<file path="src/design/xcrc_pkg.sv">
package xcrc_pkg;

  // Widths of the result fields, fixed by the interface.
  localparam int AddrBits       = 24;
  localparam int LenBits        = 11;
  localparam int OffsetBitsDflt = 24;

  // Result queue depth; must be a power of two and at least two.
  localparam int QueueDepth = 4;

  localparam logic [LenBits-1:0] LenShort = 11'd128;
  localparam logic [LenBits-1:0] LenLong  = 11'd1024;

  localparam logic [15:0] CrcPoly = 16'h1021;

  // Line characters.
  localparam logic [7:0] ChSoh = 8'h01;
  localparam logic [7:0] ChStx = 8'h02;
  localparam logic [7:0] ChEot = 8'h04;
  localparam logic [7:0] ChAck = 8'h06;
  localparam logic [7:0] ChNak = 8'h15;
  localparam logic [7:0] ChC   = 8'h43;

  typedef enum logic [1:0] {
    FUNC_BYTE  = 2'd0,
    FUNC_IDLE  = 2'd1,
    FUNC_START = 2'd2,
    FUNC_NONE  = 2'd3
  } func_e;

  typedef enum logic [1:0] {
    KIND_SEND   = 2'd0,
    KIND_STAGE  = 2'd1,
    KIND_COMMIT = 2'd2,
    KIND_DONE   = 2'd3
  } kind_e;

  typedef enum logic [7:0] {
    PH_DONE  = 8'b0000_0001,
    PH_WAIT  = 8'b0000_0010,
    PH_BLK   = 8'b0000_0100,
    PH_CMP   = 8'b0000_1000,
    PH_DATA  = 8'b0001_0000,
    PH_CRCH  = 8'b0010_0000,
    PH_CRCL  = 8'b0100_0000,
    PH_DRAIN = 8'b1000_0000
  } phase_e;

  typedef struct packed {
    kind_e                kind;
    logic [7:0]           byte_value;
    logic [AddrBits-1:0]  address;
    logic [LenBits-1:0]   block_len;
    logic                 last;
  } res_t;

  // Up to two results written into the queue in one cycle.
  typedef struct packed {
    logic [1:0] count;
    res_t       r0;
    res_t       r1;
  } wr_t;

  function automatic res_t mk_res(kind_e kind, logic [7:0] val,
                                  logic [AddrBits-1:0] addr,
                                  logic [LenBits-1:0] len, logic last);
    res_t r;
    r.kind       = kind;
    r.byte_value = val;
    r.address    = addr;
    r.block_len  = len;
    r.last       = last;
    return r;
  endfunction

  // CRC-16 update by one byte, MSB first, as an unrolled XOR network.
  function automatic logic [15:0] crc_byte(logic [15:0] crc, logic [7:0] b);
    logic [15:0] c;
    c = crc ^ {b, 8'h00};
    for (int k = 0; k < 8; k++) begin
      if (c[15]) begin
        c = {c[14:0], 1'b0} ^ CrcPoly;
      end else begin
        c = {c[14:0], 1'b0};
      end
    end
    return c;
  endfunction

endpackage

</file>
<file path="src/design/xcrc_front.sv">
module xcrc_front #(
  parameter int OffsetBits = xcrc_pkg::OffsetBitsDflt
) (
  input  logic            clk_i,
  input  logic            rst_ni,
  input  logic            take_i,
  input  logic [1:0]      func_i,
  input  logic [7:0]      rx_byte_i,
  output xcrc_pkg::wr_t   wr_o
);
  import xcrc_pkg::*;

  localparam int ExtBits = OffsetBits + AddrBits;

  phase_e                phase_q, phase_d;
  logic [7:0]            pend_q, pend_d;
  logic [7:0]            exp_q, exp_d;
  logic [OffsetBits-1:0] blk_off_q, blk_off_d;
  logic [OffsetBits-1:0] next_off_q, next_off_d;
  logic                  long_q, long_d;
  logic [7:0]            got_blk_q, got_blk_d;
  logic [7:0]            got_cmp_q, got_cmp_d;
  logic [LenBits-1:0]    cnt_q, cnt_d;
  logic [15:0]           crc_q, crc_d;
  logic [7:0]            crc_hi_q, crc_hi_d;

  logic [LenBits-1:0]    pkt_len;
  logic [LenBits-1:0]    cnt_inc;
  logic [7:0]            next_blk;
  logic                  is_next;
  logic [OffsetBits-1:0] base;
  logic [OffsetBits-1:0] stage_off;
  logic [AddrBits-1:0]   stage_addr;
  logic [AddrBits-1:0]   base_addr;
  logic [ExtBits-1:0]    stage_ext;
  logic [ExtBits-1:0]    base_ext;
  logic                  pkt_ok;

  assign pkt_len    = long_q ? LenLong : LenShort;
  assign cnt_inc    = cnt_q + 11'd1;
  assign next_blk   = exp_q + 8'd1;
  assign is_next    = (got_blk_q == next_blk);
  assign base       = is_next ? next_off_q : blk_off_q;
  assign stage_off  = base + {{(OffsetBits-LenBits){1'b0}}, cnt_q};
  // Offsets may be narrower or wider than the address port.
  assign stage_ext  = {{AddrBits{1'b0}}, stage_off};
  assign base_ext   = {{AddrBits{1'b0}}, base};
  assign stage_addr = stage_ext[AddrBits-1:0];
  assign base_addr  = base_ext[AddrBits-1:0];
  assign pkt_ok     = (got_blk_q == ~got_cmp_q)
                      && ((got_blk_q == exp_q) || is_next)
                      && ({crc_hi_q, rx_byte_i} == crc_q);

  always_comb begin
    phase_d    = phase_q;
    pend_d     = pend_q;
    exp_d      = exp_q;
    blk_off_d  = blk_off_q;
    next_off_d = next_off_q;
    long_d     = long_q;
    got_blk_d  = got_blk_q;
    got_cmp_d  = got_cmp_q;
    cnt_d      = cnt_q;
    crc_d      = crc_q;
    crc_hi_d   = crc_hi_q;
    wr_o.count = 2'd0;
    wr_o.r0    = mk_res(KIND_SEND, 8'h00, '0, '0, 1'b1);
    wr_o.r1    = mk_res(KIND_SEND, 8'h00, '0, '0, 1'b1);

    if (take_i) begin
      case (func_i)
        FUNC_START: begin
          phase_d    = PH_WAIT;
          pend_d     = ChC;
          exp_d      = 8'd1;
          blk_off_d  = '0;
          next_off_d = '0;
          long_d     = 1'b0;
          got_blk_d  = '0;
          got_cmp_d  = '0;
          cnt_d      = '0;
          crc_d      = '0;
          crc_hi_d   = '0;
          wr_o.count = 2'd1;
          wr_o.r0    = mk_res(KIND_SEND, ChC, '0, '0, 1'b1);
        end
        FUNC_IDLE: begin
          if (phase_q == PH_WAIT) begin
            wr_o.count = 2'd1;
            wr_o.r0    = mk_res(KIND_SEND, pend_q, '0, '0, 1'b1);
          end else if (phase_q == PH_DRAIN) begin
            // Until a committed block has moved the offset on, the sender is still invited.
            pend_d     = (blk_off_q == '0) ? ChC : ChNak;
            phase_d    = PH_WAIT;
            wr_o.count = 2'd1;
            wr_o.r0    = mk_res(KIND_SEND, pend_d, '0, '0, 1'b1);
          end
        end
        FUNC_BYTE: begin
          case (phase_q)
            PH_WAIT: begin
              if (rx_byte_i == ChSoh || rx_byte_i == ChStx) begin
                long_d  = (rx_byte_i == ChStx);
                phase_d = PH_BLK;
              end else if (rx_byte_i == ChEot) begin
                phase_d    = PH_DONE;
                wr_o.count = 2'd2;
                wr_o.r0    = mk_res(KIND_SEND, ChAck, '0, '0, 1'b0);
                wr_o.r1    = mk_res(KIND_DONE, 8'h00, '0, '0, 1'b1);
              end else begin
                phase_d = PH_DRAIN;
              end
            end
            PH_BLK: begin
              got_blk_d = rx_byte_i;
              phase_d   = PH_CMP;
            end
            PH_CMP: begin
              got_cmp_d = rx_byte_i;
              crc_d     = '0;
              cnt_d     = '0;
              phase_d   = PH_DATA;
            end
            PH_DATA: begin
              wr_o.count = 2'd1;
              wr_o.r0    = mk_res(KIND_STAGE, rx_byte_i, stage_addr, '0, 1'b1);
              crc_d      = crc_byte(crc_q, rx_byte_i);
              cnt_d      = cnt_inc;
              if (cnt_inc >= pkt_len) begin
                phase_d = PH_CRCH;
              end
            end
            PH_CRCH: begin
              crc_hi_d = rx_byte_i;
              phase_d  = PH_CRCL;
            end
            PH_CRCL: begin
              phase_d = PH_WAIT;
              if (pkt_ok) begin
                if (is_next) begin
                  blk_off_d = next_off_q;
                  exp_d     = next_blk;
                end
                next_off_d = base + {{(OffsetBits-LenBits){1'b0}}, pkt_len};
                pend_d     = ChAck;
                wr_o.count = 2'd2;
                wr_o.r0    = mk_res(KIND_COMMIT, 8'h00, base_addr, pkt_len, 1'b0);
                wr_o.r1    = mk_res(KIND_SEND, ChAck, '0, '0, 1'b1);
              end else begin
                pend_d     = ChNak;
                wr_o.count = 2'd1;
                wr_o.r0    = mk_res(KIND_SEND, ChNak, '0, '0, 1'b1);
              end
            end
            default: begin
            end
          endcase
        end
        default: begin
        end
      endcase
    end
  end

  always_ff @(posedge clk_i or negedge rst_ni) begin
    if (!rst_ni) begin
      phase_q    <= PH_DONE;
      pend_q     <= ChC;
      exp_q      <= 8'd1;
      blk_off_q  <= '0;
      next_off_q <= '0;
      long_q     <= 1'b0;
      got_blk_q  <= '0;
      got_cmp_q  <= '0;
      cnt_q      <= '0;
      crc_q      <= '0;
      crc_hi_q   <= '0;
    end else begin
      phase_q    <= phase_d;
      pend_q     <= pend_d;
      exp_q      <= exp_d;
      blk_off_q  <= blk_off_d;
      next_off_q <= next_off_d;
      long_q     <= long_d;
      got_blk_q  <= got_blk_d;
      got_cmp_q  <= got_cmp_d;
      cnt_q      <= cnt_d;
      crc_q      <= crc_d;
      crc_hi_q   <= crc_hi_d;
    end
  end

endmodule

</file>
<file path="src/design/xcrc_queue.sv">
module xcrc_queue (
  input  logic           clk_i,
  input  logic           rst_ni,
  input  xcrc_pkg::wr_t  wr_i,
  input  logic           pop_i,
  output xcrc_pkg::res_t head_o,
  output logic           empty_o,
  output logic           full_o
);
  import xcrc_pkg::*;

  localparam int PtrBits = $clog2(QueueDepth);
  localparam int CntBits = $clog2(QueueDepth + 1);

  res_t               mem_q [QueueDepth];
  logic [PtrBits-1:0] wptr_q, wptr_d;
  logic [PtrBits-1:0] rptr_q, rptr_d;
  logic [CntBits-1:0] cnt_q, cnt_d;
  logic [PtrBits-1:0] wptr_nxt;
  logic               pop_ok;

  assign empty_o  = (cnt_q == '0);
  // Room for a two-result request must always be left.
  assign full_o   = (cnt_q > CntBits'(QueueDepth - 2));
  assign head_o   = mem_q[rptr_q];
  assign pop_ok   = pop_i && !empty_o;
  assign wptr_nxt = wptr_q + PtrBits'(1);
  assign wptr_d   = wptr_q + PtrBits'(wr_i.count);
  assign rptr_d   = rptr_q + PtrBits'(pop_ok);
  assign cnt_d    = cnt_q + CntBits'(wr_i.count) - CntBits'(pop_ok);

  always_ff @(posedge clk_i) begin
    if (wr_i.count != 2'd0) begin
      mem_q[wptr_q] <= wr_i.r0;
    end
    if (wr_i.count == 2'd2) begin
      mem_q[wptr_nxt] <= wr_i.r1;
    end
  end

  always_ff @(posedge clk_i or negedge rst_ni) begin
    if (!rst_ni) begin
      wptr_q <= '0;
      rptr_q <= '0;
      cnt_q  <= '0;
    end else begin
      wptr_q <= wptr_d;
      rptr_q <= rptr_d;
      cnt_q  <= cnt_d;
    end
  end

endmodule

</file>
<file path="src/design/xmodem_crc_receiver.sv">
// XMODEM-CRC receiver.
// Requests enter through a queue-like port: func_i and rx_byte_i are taken
// at a rising edge with push high and full low. A line byte, an idle tick or
// a start request is decoded by the protocol engine in that same cycle, which
// writes zero, one or two results into a small result queue.
// Results leave through empty and pop: while empty is low the oldest result
// sits on kind_o, byte_value_o, address_o, block_len_o and last_o, and it is
// taken at an edge with pop high. last_o marks the final result of a request.
// The results of a request are written into the result queue as it is taken.
// Throughput is one request per cycle while results are popped as fast as
// they appear; the single read port of the result queue sets this, so a
// request giving two results (commit plus ACK, or ACK plus done) adds one
// result of backlog.
// full rises when the queue cannot take two more results; if the receiver
// stops popping, the queue fills and push is held off without loss.
// After reset the block waits for a start request, the queue is empty and
// offsets restart from zero with block one expected.
module xmodem_crc_receiver #(
  parameter int OffsetBits = xcrc_pkg::OffsetBitsDflt
) (
  input  logic                          clk_i,
  input  logic                          rst_ni,
  input  logic                          push,
  output logic                          full,
  input  logic [1:0]                    func_i,
  input  logic [7:0]                    rx_byte_i,
  output logic                          empty,
  input  logic                          pop,
  output logic [1:0]                    kind_o,
  output logic [7:0]                    byte_value_o,
  output logic [xcrc_pkg::AddrBits-1:0] address_o,
  output logic [xcrc_pkg::LenBits-1:0]  block_len_o,
  output logic                          last_o
);
  import xcrc_pkg::*;

  wr_t  wr;
  res_t head;
  logic take;

  // A request is taken only when the queue has room for both its results.
  assign take = push && !full;

  xcrc_front #(
    .OffsetBits(OffsetBits)
  ) u_front (
    .clk_i    (clk_i),
    .rst_ni   (rst_ni),
    .take_i   (take),
    .func_i   (func_i),
    .rx_byte_i(rx_byte_i),
    .wr_o     (wr)
  );

  xcrc_queue u_queue (
    .clk_i  (clk_i),
    .rst_ni (rst_ni),
    .wr_i   (wr),
    .pop_i  (pop),
    .head_o (head),
    .empty_o(empty),
    .full_o (full)
  );

  assign kind_o       = head.kind;
  assign byte_value_o = head.byte_value;
  assign address_o    = head.address;
  assign block_len_o  = head.block_len;
  assign last_o       = head.last;

  // A committed block is always a short or a long packet.
  a_commit_len : assert property (@(posedge clk_i) disable iff (!rst_ni)
    (!empty && kind_o == KIND_COMMIT) |-> (block_len_o == LenShort || block_len_o == LenLong))
    else $error("commit result with a bad block length");

  // Only a commit carries a block length.
  a_len_zero : assert property (@(posedge clk_i) disable iff (!rst_ni)
    (!empty && kind_o != KIND_COMMIT) |-> (block_len_o == '0))
    else $error("non-commit result with a block length");

  // A start request always leaves a result waiting.
  a_start_result : assert property (@(posedge clk_i) disable iff (!rst_ni)
    (take && func_i == FUNC_START) |=> !empty)
    else $error("start request gave no result");

endmodule

</file>
<file path="config.mk">
export PLATFORM = sky130hd
export DESIGN_NAME = xmodem_crc_receiver
export DESIGN_NICKNAME = d
export VERILOG_FILES = /design/src/design/xcrc_pkg.sv /design/src/design/xcrc_front.sv /design/src/design/xcrc_queue.sv /design/src/design/xmodem_crc_receiver.sv
export SDC_FILE = /design/constraint.sdc
export NUM_CORES = 1
export LEC_CHECK = 0
export BUFFER_PORTS_ARGS = -buffer_cell sky130_fd_sc_hd__buf_4
export CAP_MARGIN = 25
export CELL_PAD_IN_SITES_DETAIL_PLACEMENT = 2
export CELL_PAD_IN_SITES_GLOBAL_PLACEMENT = 2
export CORE_MARGIN = 5
export CORE_UTILIZATION = 48
export DETAILED_ROUTE_END_ITERATION = 6
export PLACE_DENSITY = 0.94
export SLEW_MARGIN = 10
export SYNTH_ARGS = -nofsm -noshare
export SYNTH_HDL_FRONTEND = slang
export SYNTH_HIERARCHICAL = 1
export SYNTH_SLANG_ARGS = --single-unit
</file>
<file path="constraint.sdc">
create_clock -name clk_i -period 13.9 [get_ports clk_i]
set_input_delay 4.17 -clock clk_i [delete_from_list [all_inputs] [get_ports clk_i]]
set_output_delay 4.17 -clock clk_i [all_outputs]
set_load 0.05 [all_outputs]
</file>
==> results of run 1 <==
[power breakdown]
| group | internal [mW] | switching (mW) |
|---|---|---|
| clock | 0.541 | 0.436 |
| combinational | 0.405 | 0.804 |
| sequential | 1.06 | 0.125 |
[layout make-up]
cell class                 instances  area (um^2)  area share [%]
clock inverter                    22          178           0.890
timing repair buffer              90          699            3.50
tap                              511          639            3.20
multi-input combinational       1026         8840            44.3
clock buffer                      44          973            4.88
inverter                          16         60.1           0.301
sequential                       305         8560            42.9
[path summary, 6_finish.rpt]
| check | end | cells after the start |
|---|---|---|
| worst max register to register | u_queue/mem_q[2][26] | 17 |
| worst max-delay path | u_queue/mem_q[2][21] | 12 |
| worst min register to register | u_front/got_cmp_q[5] | 1 |
| min in group asynchronous | u_front/cnt_q[10] | 1 |
| max in group asynchronous | u_queue/rptr_q[0] | 2 |
| worst min-delay path | u_front/got_cmp_q[5] | 1 |
[cell families after synthesis]
group	Yosys count	share of synthesized area [%]
AO/OA/AOI/OAI	239	8.85
XOR/XNOR	97	4.69
adder cells (fa/ha/maj)	24	1.74
buffers and inverters	146	5.36
flip-flops	305	47.3
multiplexers	285	22.8
other	2	0.0415
AND/OR/NAND/NOR	330	9.25
[flip-flops by register name (all words and copies together), names as in the netlist]
name	flops
u_front/blk_off_q	24
u_front/cnt_q	11
u_front/crc_hi_q	8
u_front/crc_q	16
u_front/exp_q	8
u_front/got_blk_q	8
u_front/got_cmp_q	8
u_front/long_q	1
u_front/next_off_q	17
u_front/pend_q	5
u_front/phase_q	8
u_queue/cnt_q	3
u_queue/mem_q	184
u_queue/rptr_q	2
u_queue/wptr_q	2
[placed cells by master (no fill, tap or decap), types with 14 or more instances in the layout]
master	count
a21oi_1	31
a22o_1	16
and3_1	14
buf_4	86
clkbuf_16	38
conb_1	51
dfrtp_1	114
edfxtp_1	184
ha_1	22
inv_1	16
mux2_1	29
mux2_2	78
mux2_4	110
mux2i_1	21
mux4_2	46
nand2_1	91
nand3_1	20
nand4_1	16
nor2_1	80
nor3_1	14
nor4_1	22
o21ai_0	68
o31ai_1	18
xnor2_1	55
xor2_1	42
[metal layers]
layer / global-route usage, % / share of wire, % / vias up
li1: - / - / 5409
met2: 61.1 / 49 / 1029
met5: 0 / 0.031 / -
met4: 17.6 / 6.6 / 6
met1: 43.8 / 37 / 7378
met3: 7.01 / 8.2 / 369
[through the flow]
step                      hold slack (ns)  total power [mW]  setup WS (ns)  instance area, um^2  cells
after detailed placement            0.486              2.31           4.67                18700   1942
after floorplan                     0.444              1.97           4.08                18300   1477
after global routing                0.552              3.45           4.73                20000   2014
after CTS                           0.531              3.33           4.98                19900   2008
final                               0.526              3.37           4.74                20000   2014
after global placement              0.460              2.23           5.13                18700   1942
[critical path: cells and delay by family]
| kind | cells | cell delay, ns |
|---|---|---|
| xor gates and xnor gates | 1 | 0.16 |
| and+or+nand+nor | 6 | 2.73 |
| AOI/OAI and AO/OA | 2 | 0.64 |
| buffers and inverters | 3 | 1.52 |
==> run summary, run 1 <==
Clock transition at path regs = 0.06 ns
GRT overflow = 0
CTS Sinks = 305
Hold Crit Class = flop to flop
vias = 14200
Final Skew = 0.0361 ns
final count of hold timing violations = 0
synthesized area = 18100 um^2
critical path required time = 14.09 ns
area leader, netlist = edfxtp_1
synth cell count leaders = edfxtp_1, dfrtp_1, mux2_4
Row Count = 71
crit-path max FO = 47
first-pass GRT wire length = 112000 um
worst vdd ir = 0.0000894 V
Setup Fix Bufs, Post-CTS = 0
initial core utilization = 48.3%
top-level port count = 62
Iteration-0 DRC Markers = 1708
max_cap viols = 0
fillers = 3540
number of synthesized flops with an enable pin = 184
Crit Path Class = primary input to flop
H-tree depth = 2
drt pass-1 iters = 6
layout cells sized above 1 = 26.9%
Routed wire per std cell = 38.2 um
worst-skew pair later-pin latency = 0.58 ns
r2r setup slk = 7.00 ns
cts hold-fix bufs = 0
die height = 204 um
area grow syn2layout = 10.2%
CTS Root Cell = clkbuf_16
RSZ-0062 raised after global routing = false
ys flop type = edfxtp_1
final core occ = 53.2%
nature of the critical path startpoint = primary input
most frequent cell after synthesis = edfxtp_1
Pleak = 7.83 nW
CTS resizes = 0
Slew @ Worst Pin = 1.26 ns
Final nets = 1514
# DRC = 0
WP data arrival = 9.35 ns
CTS tree = yes
crit-path cells = buf_4, xor2_1, or4_1, nor3_1, o21ai_0, nand2_1, nand2_1, nor3_1, and4bb_4, buf_4, o21bai_4, buf_4
pwr/cell area = 169 nW/um^2
DP Wirelength = 41700 um
crit path capture type = flop
vias in the first global route = 15300
synthesized instance count = 1428
CTS max path bufs = 3
setup TNS = 0 ns
largest cells by area after synthesis = edfxtp_1, dfrtp_1, mux2_4
Die W = 204 um
Synth cell types = 78
# setup viols final = 0
initial antenna violation count = 4
crit path time final = 9.16 ns
vias per inst = 7.05
Antenna diodes = 0
gpl congestion = 0.879
top-area cell type share of the netlist area = 30.5%
Final ANT Viol Nets = 0
Slew Limit Fails = 0
GRT Overall Usage = 35.9%
hold_sp = u_front/got_cmp_q[5]
Worst path slowest cell = nor3_1
register area share after synthesis = 47.3%
register bit total from synthesis = 305
status = finished clean
cts bufs inserted = 37
core area = 37500 um^2
Synth async-reset ratio = 39.7%
Worst R2R Start = u_front/exp_q[0]
Max-slew headroom = 15.9%
Worst path max stage delay = 0.85 ns
die area = 41700 um^2
IO buf count = 61
fmax = 109 MHz
final worst-path cycle share = 65.9%
Crit. Startpoint = rx_byte_i[6]
largest net degree at the start of global routing = 65
Mapped Avg Cell Area = 12.7 um^2
crit-path most repeated cell = buf_4
total wire length = 77000 um
synth warn = 6
Note: power is estimated with default switching activity, not from simulation.
==> run 2, diff against run 1 <==
ABC_AREA = 1   (was unset)
CORE_UTILIZATION = 35   (was 48)
PLACE_DENSITY = 0.85   (was 0.94)
clock period = 7.39 ns   (was 13.9 ns; I/O delays follow)
==> run 2 against run 1 <==
Effect of this change: final cell count grew 45%; via count increased by 10%; synthesized area fell by 0.61%; critical path depth increased by 1; non-clock buffer count down 2; flip-flop and latch count is the same; combinational power grew to 2.7 times the previous value; sequential share of layout area about the same; total power up 120%; sequential power rose by 87%; largest cell class is now flip-flops and latches.
==> run summary, run 2 <==
status = finished clean
Slew @ Worst Pin = 0.987 ns
H-tree depth = 2
CTS Root Cell = clkbuf_16
CTS resizes = 0
gpl congestion = 0.871
synth cell count leaders = nand2_1, o21ai_0, nor2_1
CTS Sinks = 305
register area share after synthesis = 47.6%
IO buf count = 61
Final nets = 2259
Die W = 237 um
synth warn = 6
initial antenna violation count = 0
# DRC = 0
wire length on met3 = 1810 um
final count of hold timing violations = 0
Final Worst Setup Slack = 1.58 ns
crit-path cells = buf_4, nor4_1, nand2_1, nor3_1, inv_1, nor2_1, inv_1, a21oi_1, inv_2, nor2_2, nand2_4, nand2_2, buf_4
top-level port count = 62
critical path's top delay family = simple AND/OR/NAND/NOR gates
pre-CTS setup slack = 1.11 ns
Final Skew = 0.0250 ns
Crit Path Class = primary input to flop
Setup Fix Bufs, Post-CTS = 0
worst-skew pair later-pin latency = 0.57 ns
final worst-path cycle share = 78.6%
fillers = 5819
met2 wire length = 32500 um
buffers and inverters on the worst path = 5
first-pass GRT wire length = 98700 um
critical path required time = 7.58 ns
die height = 237 um
total wire length = 62500 um
CTS max path bufs = 3
crit-path max FO = 40
ys flop type = edfxtp_1
crit path time final = 5.81 ns
Worst path max stage delay = 0.66 ns
cts bufs inserted = 38
most frequent cell after synthesis = nand2_1
vias per inst = 5.33
Reg area = 8560 um^2
Synth async-reset ratio = 39.7%
top-area cell type share of the netlist area = 30.7%
Antenna diodes = 0
Mapped Avg Cell Area = 8.18 um^2
max_cap viols = 0
# setup viols final = 0
layout cells sized above 1 = 11.0%
drt pass-1 iters = 5
area grow syn2layout = 10.9%
RSZ-0062 raised after global routing = false
Worst path slowest cell = nor4_1
Routed wire per std cell = 21.3 um
Max-slew headroom = 33.6%
commonest cells after routing, fill and taps aside = nand2_1, o21ai_0, nor2_1
largest cells by area after synthesis = edfxtp_1, dfrtp_1, nand2_1
pwr/cell area = 365 nW/um^2
Largest regs = u_queue/mem_q (184), u_front/blk_off_q (24), u_front/next_off_q (17)
Row Count = 83
Clock transition at path regs = 0.06 ns
register bit total from synthesis = 305
GRT Overall Usage = 21.9%
area leader, netlist = edfxtp_1
synthesized area = 18000 um^2
wire length on met1 = 26600 um
Iteration-0 DRC Markers = 734
cts hold-fix bufs = 0
initial core utilization = 35.2%
Slew Limit Fails = 0
largest register by flop count = u_queue/mem_q
number of synthesized flops with an enable pin = 184
die area = 56000 um^2
vias = 15600
Pleak = 8.12 nW
fmax = 172 MHz
commonest non-fill, non-tap cell in the layout = nand2_1
multi-input logic area = 7870 um^2
Highest Signal Layer = met4
Largest register FFs = 184
crit path capture type = flop
Hold Crit Class = flop to flop
WP data arrival = 5.99 ns
worst vdd ir = 0.000153 V
Synth cell types = 57
vias in the first global route = 17400
core area = 51100 um^2
synthesized instance count = 2200
CTS tree = yes
Final ANT Viol Nets = 0
nature of the critical path startpoint = primary input
largest net degree at the start of global routing = 93
DP Wirelength = 42500 um
GRT overflow = 0
setup TNS = 0 ns
[run 2: cell types whose count changed in the layout (fill, tap and decap cells not counted), sizes merged, moves of 19 or more]
| cell | delta |
|---|---|
| nor2 | +169 |
| o21ai | +373 |
| nand3 | +73 |
| nand2 | +436 |
| mux2 | -217 |
| xnor2 | -28 |
| inv | +181 |
| o31ai | -19 |
| mux2i | -22 |
| a21oi | +23 |
| mux4 | -46 |
[run 2: cell families after synthesis]
logic type,synth area share (%)
AO/OA/AOI/OAI,16.1
adder cells (fa/ha/maj),1.75
buffers and inverters,9.92
flip-flops,47.6
XOR/XNOR,2.87
other,0.0417
AND/OR/NAND/NOR,21.8
[run 2: worst paths after layout]
check	cells past startpoint	slack (ns)	start	end
max	13	1.58	rx_byte_i[4]	u_queue/mem_q[2][27]
min	2	0.49	u_front/pend_q[1]	u_front/pend_q[1]
max reg2reg	20	2.02	u_front/exp_q[0]	u_queue/mem_q[3][28]
min reg2reg	2	0.49	u_front/pend_q[1]	u_front/pend_q[1]
max in group asynchronous	3	4.49	rst_ni	u_front/exp_q[0]
min in group asynchronous	1	1.70	rst_ni	u_front/exp_q[4]
[run 2: layout make-up]
class,count,area share [%]
Multi-Input combinational cell,1591,39.4
Inverter,197,3.71
Clock inverter,18,0.878
Tap cell,680,4.27
Timing Repair Buffer,88,3.63
Sequential cell,305,42.9
Clock buffer,50,5.15
[run 2: tightest hold or removal path, cell delays in order (launching register included)]
cell and delay (ns):
dfstp_2 0.38, inv_1 0.05, a21oi_1 0.06
[run 2: through the flow]
step	util [%]	cell area, um^2	power, mW	hold slack (ns)	std cells
floorplan	-	18200	4.42	0.442	2249
CTS	38.9	19900	7.34	0.495	2923
finish	39.0	19900	7.29	0.489	2929
global placement	36.5	18600	5.24	0.456	2855
detailed placement	36.5	18600	5.41	0.479	2855
global route	39.0	19900	7.72	0.505	2929
[run 2: report_power, final]
group | leakage [nW] | switching, mW | internal, mW | total (mW)
Clock | 0.582 | 0.771 | 1.09 | 1.86
Sequential | 3.48 | 0.189 | 2.04 | 2.23
Combinational | 4.05 | 2.34 | 0.869 | 3.21
Total | 8.12 | 3.30 | 3.99 | 7.29
[run 2: layer usage]
| layer | track usage, % | up-vias |
|---|---|---|
| met5 | 0 | - |
| met4 | 6.40 | 0 |
| met3 | 2.40 | 91 |
| met2 | 40.7 | 231 |
| met1 | 26.7 | 8041 |
| li1 | - | 7260 |
==> run 3, diff against run 2 <==
CORE_UTILIZATION = 39   (was 35)
PLACE_DENSITY = 0.89   (was 0.85)
clock period = 5.6 ns   (was 7.39 ns; I/O delays follow)
==> run 3 against run 2 <==
Effect of this change: register-to-register slack got worse by 1.5 ns; worst setup slack got worse by 1.0 ns; wire length increased by 5.5%; critical path type is now flop to flop; design area about the same; sequential share of layout area about the same; critical endpoint is now u_queue/mem_q[1][29]; flip-flop and latch count unchanged; clock skew increased by 0.0040 ns; first-iteration DRC count increased by 41%; via count increased by 2.0%.
==> run summary, run 3 (synthesized netlist as in run 2, its figures left out) <==
crit path time final = 5.05 ns
initial antenna violation count = 0
status = finished clean
initial core utilization = 39.6%
vias = 15900
critical path required time = 6.00 ns
setup TNS = 0 ns
final worst-path cycle share = 90.1%
CTS max path bufs = 3
layout cells sized above 1 = 11.4%
DP Wirelength = 43600 um
CTS resizes = 0
crit path capture type = flop
total chip power = 9.75 mW
crit-path max FO = 11
Final Skew = 0.0290 ns
GRT Overall Usage = 26.0%
Largest regs = u_queue/mem_q (184), u_front/blk_off_q (24), u_front/next_off_q (17)
worst-skew pair later-pin latency = 0.59 ns
final count of hold timing violations = 0
Slew @ Worst Pin = 1.01 ns
Die W = 225 um
Slew Limit Fails = 0
gpl congestion = 0.867
Routed wire per std cell = 23.1 um
commonest non-fill, non-tap cell in the layout = nand2_1
die area = 50500 um^2
fmax = 198 MHz
first-pass GRT wire length = 105000 um
cts bufs inserted = 38
commonest cells after routing, fill and taps aside = nand2_1, o21ai_0, nor2_1
die height = 225 um
max_cap viols = 0
RSZ-0062 raised after global routing = false
cts hold-fix bufs = 0
area grow syn2layout = 10.8%
vias in the first global route = 18300
Crit Path Class = flop to flop
CTS Sinks = 305
top-level port count = 62
largest net degree at the start of global routing = 93
core area = 45500 um^2
# setup viols final = 0
# DRC = 0
worst hold margin = 0.475 ns
Hold Crit Class = flop to flop
Final nets = 2263
Largest register FFs = 184
Final ANT Viol Nets = 0
total wire length = 65900 um
pwr/cell area = 489 nW/um^2
H-tree depth = 2
Setup Fix Bufs, Post-CTS = 0
Clock transition at path regs = 0.06 ns
nature of the critical path startpoint = flop
fillers = 5075
Max-slew headroom = 32.5%
Pleak = 8.15 nW
GRT overflow = 0
vias per inst = 5.58
largest register by flop count = u_queue/mem_q
Iteration-0 DRC Markers = 1032
IO buf count = 61
CTS tree = yes
Antenna diodes = 0
Row Count = 78
drt pass-1 iters = 5
WP data arrival = 5.45 ns
CTS Root Cell = clkbuf_16
worst vdd ir = 0.000274 V
## run 3: changes by cell type in the layout (fill, tap and decap cells not counted), sizes merged
cell / before / now
clkbuf: 51 / 59
clkinv: 13 / 9
buf: 87 / 92
inv: 198 / 196
bufinv: 3 / 2
clkinvlp: 1 / 0
## run 3: path summary, 6_finish.rpt
path | from | end | slack (ns) | cells past startpoint
hold reg to reg | u_front/pend_q[1] | u_front/pend_q[1] | 0.48 | 2
hold / removal | u_front/pend_q[1] | u_front/pend_q[1] | 0.48 | 2
max in group asynchronous | rst_ni | u_front/pend_q[6] | 3.36 | 2
setup / recovery | u_front/exp_q[0] | u_queue/mem_q[1][29] | 0.55 | 21
min in group asynchronous | rst_ni | u_front/got_blk_q[3] | 1.23 | 1
setup reg to reg | u_front/exp_q[0] | u_queue/mem_q[1][29] | 0.55 | 21
## run 3: critical path, cell delays in order, from the launching register on
cell and delay (ns):
dfstp_2 0.58, ha_1 0.24, nand3_2 0.14, o21ai_0 0.24, nand3_1 0.15, nor2_4 0.26
nand3_4 0.25, inv_2 0.31, nand2_1 0.10, o21ai_0 0.29, ha_1 0.42, nand2_1 0.13
inv_1 0.05, a221oi_1 0.28, nand3_1 0.18, nand3_1 0.23, nor2_4 0.09, nand3_1 0.08
nand3_1 0.08, a21oi_1 0.51, nand2_1 0.11, o21ai_1 0.15
## run 3: cell type report
type | count | area (um^2) | share of cell area (%)
timing repair buffer | 92 | 766 | 3.84
inverter | 197 | 739 | 3.71
clock buffer | 59 | 1110 | 5.57
multi-input combinational | 1591 | 7860 | 39.4
tap | 600 | 751 | 3.77
sequential | 305 | 8560 | 43.0
clock inverter | 10 | 148 | 0.741
## run 3: power breakdown
| group | switching [mW] | internal (mW) |
|---|---|---|
| clock | 1.04 | 1.47 |
| combinational | 3.15 | 1.13 |
| sequential | 0.273 | 2.69 |
## run 3: layer usage
layer  global-route usage, %  part of all wire (%)  vias up
li1                        -                     -     7284
met1                    31.2                    41     8169
met2                    47.4                    52      340
met3                    3.76                   4.3      142
met4                    9.68                   3.6        0
met5                       0                     0        -
## run 3: per-stage QoR
step,setup WS (ns),utilization (%),cells,instance area (um^2)
after global routing,0.235,43.8,2854,19900
after CTS,0.628,43.8,2852,19900
after global placement,0.801,41.0,2783,18700
final,0.554,43.8,2854,19900
after floorplan,0.733,-,2249,18200
after detailed placement,0.588,41.0,2783,18700
